===== src/sv/u8d_pkg.sv =====
`default_nettype none
// ----------------------------------------------------------------------------
// u8d_pkg
// Shared types, constants and decode functions for the UTF-8 stream decoder.
// ----------------------------------------------------------------------------
package u8d_pkg;

    localparam int unsigned QueueDepthDefault = 4;

    localparam logic [7:0] BomByte0    = 8'hEF;
    localparam logic [7:0] BomByte1    = 8'hBB;
    localparam logic [7:0] BomByte2    = 8'hBF;
    localparam logic [7:0] BadLeadCode = 8'h3F;   // '?'

    localparam logic [7:0] LeadMask2 = 8'hE0;
    localparam logic [7:0] LeadVal2  = 8'hC0;
    localparam logic [7:0] LeadMask3 = 8'hF0;
    localparam logic [7:0] LeadVal3  = 8'hE0;
    localparam logic [7:0] LeadMask4 = 8'hF8;
    localparam logic [7:0] LeadVal4  = 8'hF0;
    localparam logic [7:0] LeadMask5 = 8'hFC;
    localparam logic [7:0] LeadVal5  = 8'hF8;
    localparam logic [7:0] LeadMask6 = 8'hFE;
    localparam logic [7:0] LeadVal6  = 8'hFC;

    // One queue entry: the bytes a single input beat hands to the decoder.
    typedef struct packed {
        logic            clear;   // new file: zero the decoder first
        logic            err;     // foreign byte order mark
        logic            eof;     // flush a partial sequence afterwards
        logic [2:0]      count;   // bytes to decode, 0..4
        logic [3:0][7:0] bytes;   // bytes[0] decoded first
    } job_t;

    typedef struct packed {
        logic [30:0] acc;
        logic [2:0]  rem;
        logic [2:0]  len;
        logic        emit;
        logic [30:0] cp;
        logic [2:0]  cnt;
    } dec_t;

    function automatic dec_t decode_byte(input logic [30:0] acc, input logic [2:0] rem,
                                         input logic [2:0] len, input logic [7:0] b);
        dec_t d;
        d.acc  = acc;
        d.rem  = rem;
        d.len  = len;
        d.emit = 1'b0;
        d.cp   = '0;
        d.cnt  = '0;
        if (rem != 3'd0)
        begin
            d.acc = {acc[24:0], b[5:0]};
            d.rem = rem - 3'd1;
            if (rem == 3'd1)
            begin
                d.emit = 1'b1;
                d.cp   = d.acc;
                d.cnt  = len;
            end
        end
        else if (b[7] == 1'b0)
        begin
            d.emit = 1'b1;
            d.cp   = {23'd0, b};
            d.cnt  = 3'd1;
        end
        else if ((b & LeadMask2) == LeadVal2)
        begin
            d.acc = {26'd0, b[4:0]};
            d.rem = 3'd1;
            d.len = 3'd2;
        end
        else if ((b & LeadMask3) == LeadVal3)
        begin
            d.acc = {27'd0, b[3:0]};
            d.rem = 3'd2;
            d.len = 3'd3;
        end
        else if ((b & LeadMask4) == LeadVal4)
        begin
            d.acc = {28'd0, b[2:0]};
            d.rem = 3'd3;
            d.len = 3'd4;
        end
        else if ((b & LeadMask5) == LeadVal5)
        begin
            d.acc = {29'd0, b[1:0]};
            d.rem = 3'd4;
            d.len = 3'd5;
        end
        else if ((b & LeadMask6) == LeadVal6)
        begin
            d.acc = {30'd0, b[0]};
            d.rem = 3'd5;
            d.len = 3'd6;
        end
        else
        begin
            d.emit = 1'b1;
            d.cp   = {23'd0, BadLeadCode};
            d.cnt  = 3'd1;
        end
        return d;
    endfunction

    // Missing continuation bytes count as zero.
    function automatic logic [30:0] flush_value(input logic [30:0] acc, input logic [2:0] rem);
        logic [4:0] sh;
        sh = {rem, 2'b00} + {1'b0, rem, 1'b0};
        return acc << sh;
    endfunction

    // True when bytes from..count-1 (or the end-of-file flush) still give a result.
    function automatic logic results_ahead(input logic [2:0] rem, input logic [3:0][7:0] bytes,
                                           input logic [2:0] from, input logic [2:0] count,
                                           input logic eof);
        logic [2:0] r;
        logic       any;
        dec_t       d;
        r   = rem;
        any = 1'b0;
        for (int j = 0; j < 4; j++)
        begin
            if (3'(j) >= from && 3'(j) < count)
            begin
                d   = decode_byte(31'd0, r, 3'd0, bytes[j]);
                any = any | d.emit;
                r   = d.rem;
            end
        end
        return any | (eof && r != 3'd0);
    endfunction

    function automatic logic foreign_bom(input logic [3:0][7:0] h);
        logic f;
        f = 1'b0;
        if (h[0] == 8'hFE && h[1] == 8'hFF) f = 1'b1;
        if (h[0] == 8'hFF && h[1] == 8'hFE) f = 1'b1;
        if (h[0] == 8'h00 && h[1] == 8'h00 && h[2] == 8'hFE && h[3] == 8'hFF) f = 1'b1;
        if (h[0] == 8'h0E && h[1] == 8'hFE && h[2] == 8'hFF) f = 1'b1;
        if (h[0] == 8'hDD && h[1] == 8'h73 && h[2] == 8'h66 && h[3] == 8'h73) f = 1'b1;
        if (h[0] == 8'h2B && h[1] == 8'h2F && h[2] == 8'h76 &&
            (h[3] == 8'h38 || h[3] == 8'h39 || h[3] == 8'h2B || h[3] == 8'h2F)) f = 1'b1;
        if (h[0] == 8'hFB && h[1] == 8'hEE && h[2] == 8'h28) f = 1'b1;
        if (h[0] == 8'hF7 && h[1] == 8'h64 && h[2] == 8'h4C) f = 1'b1;
        if (h[0] == 8'h84 && h[1] == 8'h31 && h[2] == 8'h95 && h[3] == 8'h33) f = 1'b1;
        return f;
    endfunction

endpackage
`default_nettype wire


===== src/sv/u8d_if.sv =====
`default_nettype none
// ----------------------------------------------------------------------------
// u8d_if
// Byte input channel and decoded result channel.
// ----------------------------------------------------------------------------
interface u8d_byte_if;
    logic       valid;
    logic       ready;
    logic [7:0] data_byte;
    logic       first_of_file;
    logic       end_of_file;

    modport source (output valid, output data_byte, output first_of_file,
                    output end_of_file, input ready);
    modport sink   (input valid, input data_byte, input first_of_file,
                    input end_of_file, output ready);
endinterface

interface u8d_result_if;
    logic        valid;
    logic        ready;
    logic [30:0] code_point;
    logic [2:0]  byte_count;
    logic        format_error;
    logic        last_of_run;

    modport source (output valid, output code_point, output byte_count,
                    output format_error, output last_of_run, input ready);
    modport sink   (input valid, input code_point, input byte_count,
                    input format_error, input last_of_run, output ready);
endinterface
`default_nettype wire


===== src/sv/u8d_front.sv =====
`default_nettype none
// ----------------------------------------------------------------------------
// u8d_front
// Takes input beats, holds and checks the file header, and queues decode jobs.
// ----------------------------------------------------------------------------
module u8d_front
(
    input  wire logic      clk,
    input  wire logic      rst_n,
    u8d_byte_if.sink       byte_in,
    input  wire logic      cfg_we,
    input  wire logic      cfg_wdata,
    input  wire logic      queue_full,
    output logic           push,
    output u8d_pkg::job_t  job
);

    logic            enable_reg;
    logic [2:0]      fill_reg, fill_next;
    logic            done_reg, done_next;
    logic            rej_reg, rej_next;
    logic [3:0][7:0] hb_reg;

    logic            accept;
    logic            sof, eof;
    logic [7:0]      b;
    logic [2:0]      eff_fill, new_fill;
    logic            eff_done, eff_rej;
    logic            header_path, settle, utf8_bom, foreign;
    logic [3:0][7:0] h_cur;

    assign byte_in.ready = !queue_full;
    assign accept        = byte_in.valid && byte_in.ready;
    assign sof           = byte_in.first_of_file;
    assign eof           = byte_in.end_of_file;
    assign b             = byte_in.data_byte;

    // A new file starts from a cleared header state.
    assign eff_fill    = sof ? 3'd0 : fill_reg;
    assign eff_done    = sof ? 1'b0 : done_reg;
    assign eff_rej     = sof ? 1'b0 : rej_reg;
    assign header_path = !eff_done && (enable_reg || eff_fill != 3'd0);
    assign new_fill    = eff_fill + 3'd1;
    assign settle      = header_path && (new_fill == 3'd4 || eof);

    always_comb
    begin
        for (int i = 0; i < 4; i++)
        begin
            if (3'(i) < new_fill)
                h_cur[i] = (3'(i) == eff_fill) ? b : hb_reg[i];
            else
                h_cur[i] = 8'h00;
        end
    end

    assign utf8_bom = h_cur[0] == u8d_pkg::BomByte0 && h_cur[1] == u8d_pkg::BomByte1 &&
                      h_cur[2] == u8d_pkg::BomByte2;
    assign foreign  = !utf8_bom && u8d_pkg::foreign_bom(h_cur);

    always_comb
    begin
        job.clear = sof;
        job.err   = 1'b0;
        job.eof   = eof;
        job.count = 3'd0;
        job.bytes = h_cur;
        if (header_path)
        begin
            if (settle)
            begin
                if (utf8_bom)
                begin
                    // drop the UTF-8 mark
                    job.bytes    = '0;
                    job.bytes[0] = h_cur[3];
                    job.count    = new_fill - 3'd3;
                end
                else if (foreign)
                begin
                    job.err = 1'b1;
                    job.eof = 1'b0;
                end
                else
                begin
                    job.count = new_fill;
                end
            end
        end
        else
        begin
            job.bytes    = '0;
            job.bytes[0] = b;
            job.count    = 3'd1;
        end
    end

    // Bytes of a rejected file are dropped.
    assign push = accept && !eff_rej;

    always_comb
    begin
        fill_next = fill_reg;
        done_next = done_reg;
        rej_next  = rej_reg;
        if (accept)
        begin
            fill_next = eff_fill;
            done_next = eff_done;
            rej_next  = eff_rej;
            if (!eff_rej)
            begin
                if (header_path)
                begin
                    if (settle)
                    begin
                        fill_next = 3'd0;
                        done_next = 1'b1;
                        rej_next  = foreign;
                    end
                    else
                    begin
                        fill_next = new_fill;
                    end
                end
                if (eof)
                    done_next = 1'b1;
            end
        end
    end

    always_ff @(posedge clk or negedge rst_n)
    begin
        if (!rst_n)
        begin
            enable_reg <= 1'b1;
            fill_reg   <= 3'd0;
            done_reg   <= 1'b0;
            rej_reg    <= 1'b0;
        end
        else
        begin
            if (cfg_we)
                enable_reg <= cfg_wdata;
            fill_reg <= fill_next;
            done_reg <= done_next;
            rej_reg  <= rej_next;
        end
    end

    always_ff @(posedge clk)
    begin
        if (accept && !eff_rej && header_path)
            hb_reg[eff_fill[1:0]] <= b;
    end

endmodule
`default_nettype wire


===== src/sv/u8d_fifo.sv =====
`default_nettype none
// ----------------------------------------------------------------------------
// u8d_fifo
// Short job queue between the header front and the decode back.
// ----------------------------------------------------------------------------
module u8d_fifo
#(
    parameter int unsigned Depth = u8d_pkg::QueueDepthDefault
)
(
    input  wire logic           clk,
    input  wire logic           rst_n,
    input  wire logic           push,
    input  wire u8d_pkg::job_t  push_job,
    input  wire logic           pop,
    output u8d_pkg::job_t       head_job,
    output logic                head_valid,
    output logic                full
);

    localparam int unsigned PtrW = (Depth > 1) ? $clog2(Depth) : 1;
    localparam int unsigned CntW = $clog2(Depth + 1);

    u8d_pkg::job_t   mem [Depth];
    logic [PtrW-1:0] wr_ptr_reg, wr_ptr_next;
    logic [PtrW-1:0] rd_ptr_reg, rd_ptr_next;
    logic [CntW-1:0] count_reg, count_next;
    logic            do_push, do_pop;

    assign full       = count_reg == CntW'(Depth);
    assign head_valid = count_reg != '0;
    assign head_job   = mem[rd_ptr_reg];
    assign do_push    = push && !full;
    assign do_pop     = pop && head_valid;

    always_comb
    begin
        wr_ptr_next = wr_ptr_reg;
        rd_ptr_next = rd_ptr_reg;
        count_next  = count_reg;
        if (do_push)
            wr_ptr_next = (wr_ptr_reg == PtrW'(Depth - 1)) ? '0 : wr_ptr_reg + 1'b1;
        if (do_pop)
            rd_ptr_next = (rd_ptr_reg == PtrW'(Depth - 1)) ? '0 : rd_ptr_reg + 1'b1;
        if (do_push && !do_pop)
            count_next = count_reg + 1'b1;
        else if (do_pop && !do_push)
            count_next = count_reg - 1'b1;
    end

    always_ff @(posedge clk or negedge rst_n)
    begin
        if (!rst_n)
        begin
            wr_ptr_reg <= '0;
            rd_ptr_reg <= '0;
            count_reg  <= '0;
        end
        else
        begin
            wr_ptr_reg <= wr_ptr_next;
            rd_ptr_reg <= rd_ptr_next;
            count_reg  <= count_next;
        end
    end

    always_ff @(posedge clk)
    begin
        if (do_push)
            mem[wr_ptr_reg] <= push_job;
    end

endmodule
`default_nettype wire


===== src/sv/u8d_back.sv =====
`default_nettype none
// ----------------------------------------------------------------------------
// u8d_back
// Decodes queued jobs one byte a cycle, while a waiting result does not hold it, into an output register.
// ----------------------------------------------------------------------------
module u8d_back
(
    input  wire logic           clk,
    input  wire logic           rst_n,
    input  wire u8d_pkg::job_t  job,
    input  wire logic           job_valid,
    output logic                pop,
    u8d_result_if.source        result_out
);

    logic [30:0] acc_reg, acc_next;
    logic [2:0]  rem_reg, rem_next;
    logic [2:0]  len_reg, len_next;
    logic [2:0]  idx_reg, idx_next;

    logic        out_valid_reg;
    logic [30:0] out_cp_reg;
    logic [2:0]  out_cnt_reg;
    logic        out_err_reg;
    logic        out_last_reg;

    logic [30:0]   acc_e;
    logic [2:0]    rem_e, len_e;
    logic          byte_step;
    u8d_pkg::dec_t d;

    logic        emit, done, advance, load_ok, load;
    logic [30:0] res_cp;
    logic [2:0]  res_cnt;
    logic        res_err, res_last;

    // A new file clears the decoder before its first step.
    assign acc_e = (job.clear && idx_reg == 3'd0) ? 31'd0 : acc_reg;
    assign rem_e = (job.clear && idx_reg == 3'd0) ? 3'd0 : rem_reg;
    assign len_e = (job.clear && idx_reg == 3'd0) ? 3'd0 : len_reg;

    assign byte_step = idx_reg < job.count;
    assign d = u8d_pkg::decode_byte(acc_e, rem_e, len_e, job.bytes[idx_reg[1:0]]);

    always_comb
    begin
        emit     = 1'b0;
        done     = 1'b1;
        res_cp   = '0;
        res_cnt  = '0;
        res_err  = 1'b0;
        res_last = 1'b1;
        acc_next = acc_e;
        rem_next = rem_e;
        len_next = len_e;
        if (job.err)
        begin
            emit    = 1'b1;
            res_err = 1'b1;
        end
        else if (byte_step)
        begin
            emit     = d.emit;
            res_cp   = d.cp;
            res_cnt  = d.cnt;
            res_last = !u8d_pkg::results_ahead(d.rem, job.bytes, idx_reg + 3'd1,
                                               job.count, job.eof);
            done     = (idx_reg + 3'd1 == job.count) && !(job.eof && d.rem != 3'd0);
            acc_next = d.acc;
            rem_next = d.rem;
            len_next = d.len;
        end
        else if (job.eof && rem_e != 3'd0)
        begin
            // flush the partial sequence at end of file
            emit     = 1'b1;
            res_cp   = u8d_pkg::flush_value(acc_e, rem_e);
            res_cnt  = len_e;
            acc_next = res_cp;
            rem_next = 3'd0;
        end
    end

    assign load_ok = !out_valid_reg || result_out.ready;
    assign advance = job_valid && (!emit || load_ok);
    assign load    = advance && emit;
    assign pop     = advance && done;
    assign idx_next = done ? 3'd0 : idx_reg + 3'd1;

    always_ff @(posedge clk or negedge rst_n)
    begin
        if (!rst_n)
        begin
            acc_reg       <= 31'd0;
            rem_reg       <= 3'd0;
            len_reg       <= 3'd0;
            idx_reg       <= 3'd0;
            out_valid_reg <= 1'b0;
        end
        else
        begin
            if (advance)
            begin
                acc_reg <= acc_next;
                rem_reg <= rem_next;
                len_reg <= len_next;
                idx_reg <= idx_next;
            end
            if (load)
                out_valid_reg <= 1'b1;
            else if (result_out.ready)
                out_valid_reg <= 1'b0;
        end
    end

    always_ff @(posedge clk)
    begin
        if (load)
        begin
            out_cp_reg   <= res_cp;
            out_cnt_reg  <= res_cnt;
            out_err_reg  <= res_err;
            out_last_reg <= res_last;
        end
    end

    assign result_out.valid        = out_valid_reg;
    assign result_out.code_point   = out_cp_reg;
    assign result_out.byte_count   = out_cnt_reg;
    assign result_out.format_error = out_err_reg;
    assign result_out.last_of_run  = out_last_reg;

endmodule
`default_nettype wire


===== src/sv/utf8_stream_decoder_with_bom_check.sv =====
`default_nettype none
// ----------------------------------------------------------------------------
// utf8_stream_decoder_with_bom_check
// Decodes a UTF-8 byte stream into code points, checking the byte order mark.
// ----------------------------------------------------------------------------
//  channel     dir   handshake       payload
//  byte_in     in    valid/ready     data_byte, first_of_file, end_of_file
//  result_out  out   valid/ready     code_point, byte_count, format_error,
//                                    last_of_run
//  cfg         in    cfg_we          cfg_wdata = header_check_enable
//
//  One beat a cycle is taken while the queue has room; a result is registered
//  in the job queue, then the output register, if nothing waits ahead. The
//  decode unit takes one job byte a cycle while the sink keeps up, and a step
//  on an empty job (a held header beat); a settled header has up to four bytes,
//  an end-of-file flush one step. The job queue (QueueDepth entries) absorbs short
//  bursts and sink stalls; reset is asynchronous, active low, and leaves the header check on.
// ----------------------------------------------------------------------------
module utf8_stream_decoder_with_bom_check
#(
    parameter int unsigned QueueDepth = u8d_pkg::QueueDepthDefault
)
(
    input  wire logic     clk,
    input  wire logic     rst_n,
    u8d_byte_if.sink      byte_in,
    u8d_result_if.source  result_out,
    input  wire logic     cfg_we,
    input  wire logic     cfg_wdata
);

    u8d_pkg::job_t push_job;
    u8d_pkg::job_t head_job;
    logic          push, pop, head_valid, queue_full;

    u8d_front u_front
    (
        .clk        (clk),
        .rst_n      (rst_n),
        .byte_in    (byte_in),
        .cfg_we     (cfg_we),
        .cfg_wdata  (cfg_wdata),
        .queue_full (queue_full),
        .push       (push),
        .job        (push_job)
    );

    u8d_fifo #(.Depth(QueueDepth)) u_fifo
    (
        .clk        (clk),
        .rst_n      (rst_n),
        .push       (push),
        .push_job   (push_job),
        .pop        (pop),
        .head_job   (head_job),
        .head_valid (head_valid),
        .full       (queue_full)
    );

    u8d_back u_back
    (
        .clk        (clk),
        .rst_n      (rst_n),
        .job        (head_job),
        .job_valid  (head_valid),
        .pop        (pop),
        .result_out (result_out)
    );

endmodule
`default_nettype wire

===== src/flat_wrapper.sv =====
// flat-port wrapper written by rule: the top's interface ports become plain ports
module utf8_stream_decoder_with_bom_check_flat 
#(
    parameter int unsigned QueueDepth = u8d_pkg::QueueDepthDefault
)
  (clk, rst_n, cfg_we, cfg_wdata, byte_in_valid, byte_in_data_byte, byte_in_first_of_file, byte_in_end_of_file, byte_in_ready, result_out_valid, result_out_code_point, result_out_byte_count, result_out_format_error, result_out_last_of_run, result_out_ready);
  u8d_byte_if byte_in_i ();
  u8d_result_if result_out_i ();
  input  wire logic clk;
  input  wire logic rst_n;
  input  wire logic cfg_we;
  input  wire logic cfg_wdata;
  input wire logic [$bits(byte_in_i.valid)-1:0] byte_in_valid;
  input wire logic [$bits(byte_in_i.data_byte)-1:0] byte_in_data_byte;
  input wire logic [$bits(byte_in_i.first_of_file)-1:0] byte_in_first_of_file;
  input wire logic [$bits(byte_in_i.end_of_file)-1:0] byte_in_end_of_file;
  output wire logic [$bits(byte_in_i.ready)-1:0] byte_in_ready;
  output wire logic [$bits(result_out_i.valid)-1:0] result_out_valid;
  output wire logic [$bits(result_out_i.code_point)-1:0] result_out_code_point;
  output wire logic [$bits(result_out_i.byte_count)-1:0] result_out_byte_count;
  output wire logic [$bits(result_out_i.format_error)-1:0] result_out_format_error;
  output wire logic [$bits(result_out_i.last_of_run)-1:0] result_out_last_of_run;
  input wire logic [$bits(result_out_i.ready)-1:0] result_out_ready;
  assign byte_in_i.valid = byte_in_valid;
  assign byte_in_i.data_byte = byte_in_data_byte;
  assign byte_in_i.first_of_file = byte_in_first_of_file;
  assign byte_in_i.end_of_file = byte_in_end_of_file;
  assign byte_in_ready = byte_in_i.ready;
  assign result_out_valid = result_out_i.valid;
  assign result_out_code_point = result_out_i.code_point;
  assign result_out_byte_count = result_out_i.byte_count;
  assign result_out_format_error = result_out_i.format_error;
  assign result_out_last_of_run = result_out_i.last_of_run;
  assign result_out_i.ready = result_out_ready;
  utf8_stream_decoder_with_bom_check #(.QueueDepth(QueueDepth)) u_core (.clk(clk), .rst_n(rst_n), .byte_in(byte_in_i), .result_out(result_out_i), .cfg_we(cfg_we), .cfg_wdata(cfg_wdata));
endmodule

===== config.mk =====
export PLATFORM = sky130hd
export DESIGN_NAME = utf8_stream_decoder_with_bom_check_flat
export DESIGN_NICKNAME = d
export VERILOG_FILES = /design/src/sv/u8d_pkg.sv /design/src/sv/u8d_if.sv /design/src/sv/u8d_front.sv /design/src/sv/u8d_fifo.sv /design/src/sv/u8d_back.sv /design/src/sv/utf8_stream_decoder_with_bom_check.sv /design/src/flat_wrapper.sv
export SDC_FILE = /design/constraint.sdc
export NUM_CORES = 1
export LEC_CHECK = 0
export ABC_AREA = 1
export ABC_CLOCK_PERIOD_IN_PS = 9050
export BUFFER_PORTS_ARGS = -buffer_cell sky130_fd_sc_hd__buf_4
export CORE_MARGIN = 1.5
export CORE_UTILIZATION = 50
export CTS_CLUSTER_DIAMETER = 200
export CTS_CLUSTER_SIZE = 12
export DETAILED_ROUTE_END_ITERATION = 10
export PLACE_DENSITY = 0.66
export SLEW_MARGIN = 25
export SYNTH_ARGS = -nofsm -noshare
export SYNTH_HDL_FRONTEND = slang
export SYNTH_SLANG_ARGS = --single-unit

===== constraint.sdc =====
create_clock -name clk -period 9.05 [get_ports clk]
set_clock_uncertainty 0.2 [all_clocks]
set_input_delay 1.3575 -clock clk [delete_from_list [all_inputs] [get_ports clk]]
set_output_delay 1.3575 -clock clk [all_outputs]
set_load 0.005 [all_outputs]

Yosys cells after proc, flatten, opt, wreduce, memory -nomap -nowiden
Memory sizes are Yosys's and may differ from the RTL's.
Index checks and enable logic that the tools add are counted.
{"block": "op_classes", "addsub": 13, "magnitude_cmp": 16, "eq_ne": 70, "n_shift": 1, "muxes": 182, "bitwise": 5, "reduce_logical": 77}
{"cell": "2-to-1 mux 35 bit", "n": 50}
{"cell": "2-to-1 mux 37 bit", "n": 7}
{"cell": "2-to-1 mux 31 bit", "n": 6}
{"cell": "2-to-1 mux 6 bit", "n": 24}
{"cell": "equality test 8 bit (second input constant)", "n": 16}
{"cell": "2-to-1 mux 3 bit", "n": 35}
{"cell": "2-to-1 mux 8 bit", "n": 10}
{"cell": "equality test 8 x 6 -> 1 bit (second input constant)", "n": 9}
{"cell": "equality test 8 x 7 -> 1 bit (second input constant)", "n": 6}
{"cell": "logical AND 1 bit", "n": 45}
{"cell": "2-to-1 mux 1 bit", "n": 40}
{"cell": "equality test 7 bit (second input constant)", "n": 5}
{"cell": "2-to-1 mux 34 bit", "n": 1}
{"cell": "bitwise mux 32 bit", "n": 1}
{"cell": "2-to-1 mux 32 bit", "n": 1}
{"cell": "left shift 31 x 5 -> 31 bit", "n": 1}
{"cell": "equality test 6 bit (second input constant)", "n": 5}
{"cell": "equality test 5 bit (second input constant)", "n": 5}
{"cell": "nonzero test 3 bit", "n": 8}
{"cell": "equality test 3 bit (second input constant)", "n": 7}
{"cell": "equality test 4 bit (second input constant)", "n": 5}
{"cell": "subtractor 3 x 1 -> 3 bit (second input constant)", "n": 6}
{"cell": "binary-select mux 8 bit (select 2 bit)", "n": 1}
{"cell": "demux 8 bit (select 2 bit)", "n": 1}
{"cell": "other kinds (26)", "n": 69}
{"block": "word_totals", "ff_bits": 122, "mem_bits_rw": 152, "output_inout_bits": 38, "wordCells": 385, "mem_count": 1}
{"memory": "u_core.u_fifo.mem", "words": 4, "width": 38, "rd": 1, "rd_ports_with_merged_regs": 0, "write_ports": 1, "line": "u8d_fifo.sv:24", "rtl": "u8d_pkg::job_t mem [Depth];"}

Logic depth before layout (Yosys ltp)
An unclocked memory read counts as a cell.
{"block": "depth", "word_depth": 55, "ltp_mapped": 53}

Hierarchy
From an unflattened synthesis, not the netlist that was laid out.
{"block": "unflattened", "hier_cells": 2174, "area_unflattened_um2": 17380.4}
{"mod": "u8d_back", "n_inst": 1, "cells_each": 1142, "area_each_um2": 7369.6, "seq_area_each_um2": 2107.0}
{"mod": "u8d_fifo", "n_inst": 1, "cells_each": 503, "area_each_um2": 6638.9, "seq_area_each_um2": 4739.5}
{"mod": "u8d_front", "n_inst": 1, "cells_each": 529, "area_each_um2": 3372.0, "seq_area_each_um2": 1112.3}

Worst setup path before layout
OpenSTA, ideal clock, no wires.
{"block": "synth_timing", "path_type": "flip-flop to flip-flop", "startpoint": "reg u_core.u_fifo.rd_ptr_reg[0]", "endpoint": "reg u_core.u_back.out_last_reg, in the netlist u_core.u_back.result_out.last_of_run (data pin)", "t_arrival_ns": 6.285, "required_time_ns": 8.581, "path_slack_ns": 2.296, "path_stages_with_launch": 45, "n_path_buf": 6, "synth_period_minus_slack_ns": 6.754, "cell_sequence": "dfrtp_1 -> buf_6 -> inv_6 -> buf_6 -> buf_6 -> nor2_1 -> o22ai_2 -> nand3_2 -> nand2_2 -> clkbuf_1 -> clkbuf_1 -> ha_1 -> ha_1 -> buf_2 -> clkinv_1 -> nor2_1 -> o21ai_2 -> nand2_4 -> (+9 left out) -> o21ai_0 -> inv_1 -> ha_1 -> inv_1 -> nor2_2 -> inv_2 -> or2_1 -> a21oi_1 -> a21oi_1 -> ha_1 -> o21ai_0 -> o21ai_0 -> a31oi_1 -> a21oi_1 -> nand2_1 -> nand2_1 -> nand2_1 -> nand2_1"}
{"block": "synth_via", "elab_chain_len": 55}
{"item": "start: declaration", "line": "u8d_fifo.sv:26", "rtl": "logic [PtrW-1:0] rd_ptr_reg, rd_ptr_next;"}
{"item": "start signal: assignment", "line": "u8d_fifo.sv:62", "rtl": "rd_ptr_reg <= rd_ptr_next;"}
{"item": "memory read (4 x 38 bit) (*)"}
{"item": "binary-select mux 8 bit (select 2 bit)", "line": "u8d_back.sv:43", "rtl": "assign d = u8d_pkg::decode_byte(acc_e, rem_e, len_e, job.bytes[idx_reg[1:0]]);"}
{"item": "2-to-1 mux 8 bit (implied by the code)", "line": "u8d_back.sv:43"}
{"item": "equality test 7 bit", "line": "u8d_pkg.sv:94", "rtl": "else if ((b & LeadMask6) == LeadVal6)"}
{"item": "2-to-1 mux 37 bit", "line": "u8d_pkg.sv:94"}
{"item": "2-to-1 mux 37 bit", "line": "u8d_pkg.sv:88", "rtl": "else if ((b & LeadMask5) == LeadVal5)"}
{"item": "2-to-1 mux 37 bit", "line": "u8d_pkg.sv:82", "rtl": "else if ((b & LeadMask4) == LeadVal4)"}
{"item": "2-to-1 mux 37 bit", "line": "u8d_pkg.sv:76", "rtl": "else if ((b & LeadMask3) == LeadVal3)"}
{"item": "(+39 left out)"}
{"item": "2-to-1 mux 3 bit", "line": "u8d_pkg.sv:53", "rtl": "if (rem != 3'd0)"}
{"item": "2-to-1 mux 3 bit", "line": "u8d_pkg.sv:127", "rtl": "if (3'(j) >= from && 3'(j) < count)"}
{"item": "2-to-1 mux 3 bit", "line": "u8d_back.sv:61", "rtl": "else if (byte_step)"}
{"item": "2-to-1 mux 3 bit", "line": "u8d_back.sv:56", "rtl": "if (job.err)"}
{"item": "nonzero test 3 bit", "line": "u8d_pkg.sv:134", "rtl": "return any | (eof && r != 3'd0);"}
{"item": "logical AND 1 bit", "line": "u8d_pkg.sv:134"}
{"item": "bitwise OR 1 bit", "line": "u8d_pkg.sv:134"}
{"item": "zero test 1 bit", "line": "u8d_back.sv:66", "rtl": "res_last = !u8d_pkg::results_ahead(d.rem, job.bytes, idx_reg + 3'd1,"}
{"item": "end signal: assignment", "line": "u8d_back.sv:123", "rtl": "out_last_reg <= res_last;"}
{"item": "end: declaration", "line": "u8d_back.sv:25", "rtl": "logic out_last_reg;"}
Every way passes the cells marked *; elsewhere a longest branch is shown, timed or not. The select of a mux whose other input is x is not followed.
A chain may end at the register's enable or synchronous reset.

Worst setup path after layout
{"block": "layout_timing", "startpoint": "reg u_core.u_back.idx_reg[0]", "endpoint": "reg u_core.u_back.out_last_reg, in the netlist u_core.u_back.result_out.last_of_run (data pin)"}
{"block": "layout_via", "elab_chain_len": 54}
{"item": "start: declaration", "line": "u8d_back.sv:19", "rtl": "logic [2:0] idx_reg, idx_next;"}
{"item": "start signal: assignment", "line": "u8d_back.sv:107", "rtl": "idx_reg <= idx_next;"}
{"item": "binary-select mux 8 bit (select 2 bit) or zero test 3 bit (tied branches)", "line": "u8d_back.sv:43, u8d_back.sv:39"}
{"item": "2-to-1 mux 8 bit (implied by the code) or logical AND 1 bit (tied branches)", "line": "u8d_back.sv:43, u8d_back.sv:39"}
{"item": "equality test 7 bit or 2-to-1 mux 3 bit (tied branches)", "line": "u8d_pkg.sv:94, u8d_back.sv:39"}
{"item": "2-to-1 mux 37 bit", "line": "u8d_pkg.sv:94"}
{"item": "2-to-1 mux 37 bit", "line": "u8d_pkg.sv:88"}
{"item": "2-to-1 mux 37 bit", "line": "u8d_pkg.sv:82"}
{"item": "2-to-1 mux 37 bit", "line": "u8d_pkg.sv:76"}
{"item": "2-to-1 mux 37 bit", "line": "u8d_pkg.sv:70", "rtl": "else if ((b & LeadMask2) == LeadVal2)"}
{"item": "(+38 left out)"}
{"item": "2-to-1 mux 3 bit", "line": "u8d_pkg.sv:53"}
{"item": "2-to-1 mux 3 bit", "line": "u8d_pkg.sv:127"}
{"item": "2-to-1 mux 3 bit", "line": "u8d_back.sv:61"}
{"item": "2-to-1 mux 3 bit", "line": "u8d_back.sv:56"}
{"item": "nonzero test 3 bit", "line": "u8d_pkg.sv:134"}
{"item": "logical AND 1 bit", "line": "u8d_pkg.sv:134"}
{"item": "bitwise OR 1 bit", "line": "u8d_pkg.sv:134"}
{"item": "zero test 1 bit", "line": "u8d_back.sv:66"}
Parallel ways exist; a longest one is shown, timed or not. The select of a mux whose other input is x is not followed.

==> flow_summary.yaml <==
timing:
  rsz0062_at_grt: "false"
  timing.setup.tns_ps: 0
  timing.final.hold_violations: 0
  setup_viol: 0
  fin_crit_sh_pct: 83.8
  drv_slew: 0
  tightest_slew_ps: 1040
  slew_headroom_pct: 30.4
  period_minus_slack_ps: 7580
  max_freq_mhz: 132
detailed_routing:
  firstDrtPassIters: 6
  num_vias: 14232
  antenna_left: 0
  drtIter0Drc: 1870
  wl_per_cell_um: 19.7
  vias_per_cell: 5.92
  drt-total-wl_um: 47400
  drc_errors: 0
critical_path:
  startpoint_type: "register"
  path_class: "register to register"
  required_ps: 9120
  cp-end-kind: "register"
  slowest_stage: "dfrtp_1"
  arrival_ps: 7660
  critPathMaxStageDelay_ps: 630
  critical_path.max_fanout: 36
run:
  cap_violations: 0
placed_design:
  gp_congestion: 0.990
  dp_hpwl_um: 33000
  io_buffers: 53
  place_area_mm2: 0.0168
finish:
  num_antenna_cells: 0
  drive_gt1_share_pct: 7.78
  fillers: 2938
  area_growth_pct: 8.69
  fin_area_mm2: 0.0176
  utilization_pct: 55.4
  nets: 2039
  largest_reg_flops: 152
clocking:
  cts_buffers: 26
  clock_sinks: 274
  clock_latency_ps: 550
  cts_tree: "built"
  cts_setup_buffers: 0
  root_buffer: "clkbuf_16"
  cts_resized: 0
  cts.path.max_buffers: 3
  cts_hold_buf: 0
  clk_pin_slew_worst_paths_ps: 70
  h-tree-depth: 1
logic_synthesis:
  synth_edf_count: 220
  synth-async-reset-ratio_pct: 19.7
  yosys-top-cells-area: "edfxtp_1 (41%), nand2_1 (12%), dfrtp_1 (8.2%), o21ai_0 (5.7%), inv_1 (4.7%)"
  synth.cell_area_mm2: 0.0162
  postSynth.topFlopCell: "edfxtp_1"
  synth-seq-cells: 274
  ys_seq_area_share_pct: 49.2
  yosysWarnings: 0
  synth_most_common_cell: "nand2_1"
  syn_inst: 1972
  synth_top_cell_by_area: "edfxtp_1"
  synth_cell_types: 58
  netlist.area_leader.share_pct: 40.8
  synth_area_per_cell_um2: 8.20
  yosys-top-cells-count: "nand2_1 (513), edfxtp_1 (220), inv_1 (201), nor2_1 (192), o21ai_0 (183)"
  syn_nets: 2027
floorplan:
  initial_core_util_pct: 51.0
  core_mm2: 0.0317
  die_w_um: 183
  die_h_um: 183
  io_pins: 54
  rows: 65
  die-area_mm2: 0.0334
grt:
  first_global_vias: 13168
  grt_usage_pct: 28.6
  grt_overflow: 0
  grt_max_degree: 79
  grt_pass1_wl_um: 74500
  antenna_found_initial: 0
worst_hold_path:
  min_path_type: "register to register"
outcome:
  status: "finished, final reports clean"
## final cells by class
class | count | area (um2) | area share, %
clock inverters | 1 | 16.3 | 0.0925
clock buffers | 47 | 739 | 4.21
repair buffers | 74 | 556 | 3.16
flip-flops and latches | 274 | 7960 | 45.3
well taps | 402 | 503 | 2.86
multi-input cells | 1396 | 7000 | 39.8
inverters | 212 | 803 | 4.57
## critical path: cells and delay by family, from the launching register on
kind	cells	cell delay, ps
adder cells (fa/ha/maj)	8	1730
AND/OR/NAND/NOR	16	1460
buffers and inverters	8	1570
AO/OA/AOI/OAI	8	1690
flip-flops	1	630
## per-layer routing
| layer | wire length, um | GRT usage, % |
|---|---|---|
| met1 | 22200 | 44.1 |
| met2 | 19900 | 41.4 |
| met3 | 4270 | 5.14 |
| met4 | 986 | 7.15 |
| met5 | 0 | 0 |
## stage by stage
step | setup WS [ps] | instances | hold slack, ps
2_1_floorplan | 2300 | 1972 | 249
3_3_place_gp | 1820 | 2358 | 269
3_5_place_dp | 1590 | 2358 | 272
4_1_cts | 1550 | 2406 | 289
5_1_grt | 660 | 2406 | 313
6_report | 1470 | 2406 | 288
## cells by family after synthesis
| logic type | share of synthesized area [%] |
|---|---|
| XOR/XNOR | 0.271 |
| adder cells (fa/ha/maj) | 3.11 |
| multiplexers | 0.139 |
| buffers and inverters | 7.84 |
| AND/OR/NAND/NOR | 24.0 |
| flip-flops | 49.2 |
| AO/OA/AOI/OAI | 15.5 |
## cell usage in the layout, fill, tap and decap left out, types with 37 or more instances in the layout
cell type    n
a21oi_1     83
buf_4       74
dfrtp_1     52
edfxtp_1   220
ha_1        37
inv_1      200
nand2_1    513
nand3_1    135
nor2_1     188
o21ai_0    183
## worst paths after layout
path | from | to | slack [ps] | depth (start not counted)
max reg2reg | u_core.u_back.idx_reg[0] | u_core.u_back.result_out.last_of_run | 1470 | 40
max | u_core.u_back.idx_reg[0] | u_core.u_back.result_out.last_of_run | 1470 | 40
min in group asynchronous | rst_n | u_core.u_fifo.count_reg[0] | 680 | 1
min reg2reg | u_core.u_back.acc_reg[12] | u_core.u_back.acc_reg[12] | 290 | 2
min | u_core.u_back.acc_reg[12] | u_core.u_back.acc_reg[12] | 290 | 2
max in group asynchronous | rst_n | u_core.u_fifo.rd_ptr_reg[0] | 7430 | 1
Power is left out: the tool's default activity adds up to more than one toggle a clock period on the data nets, which glitch-free logic cannot reach.
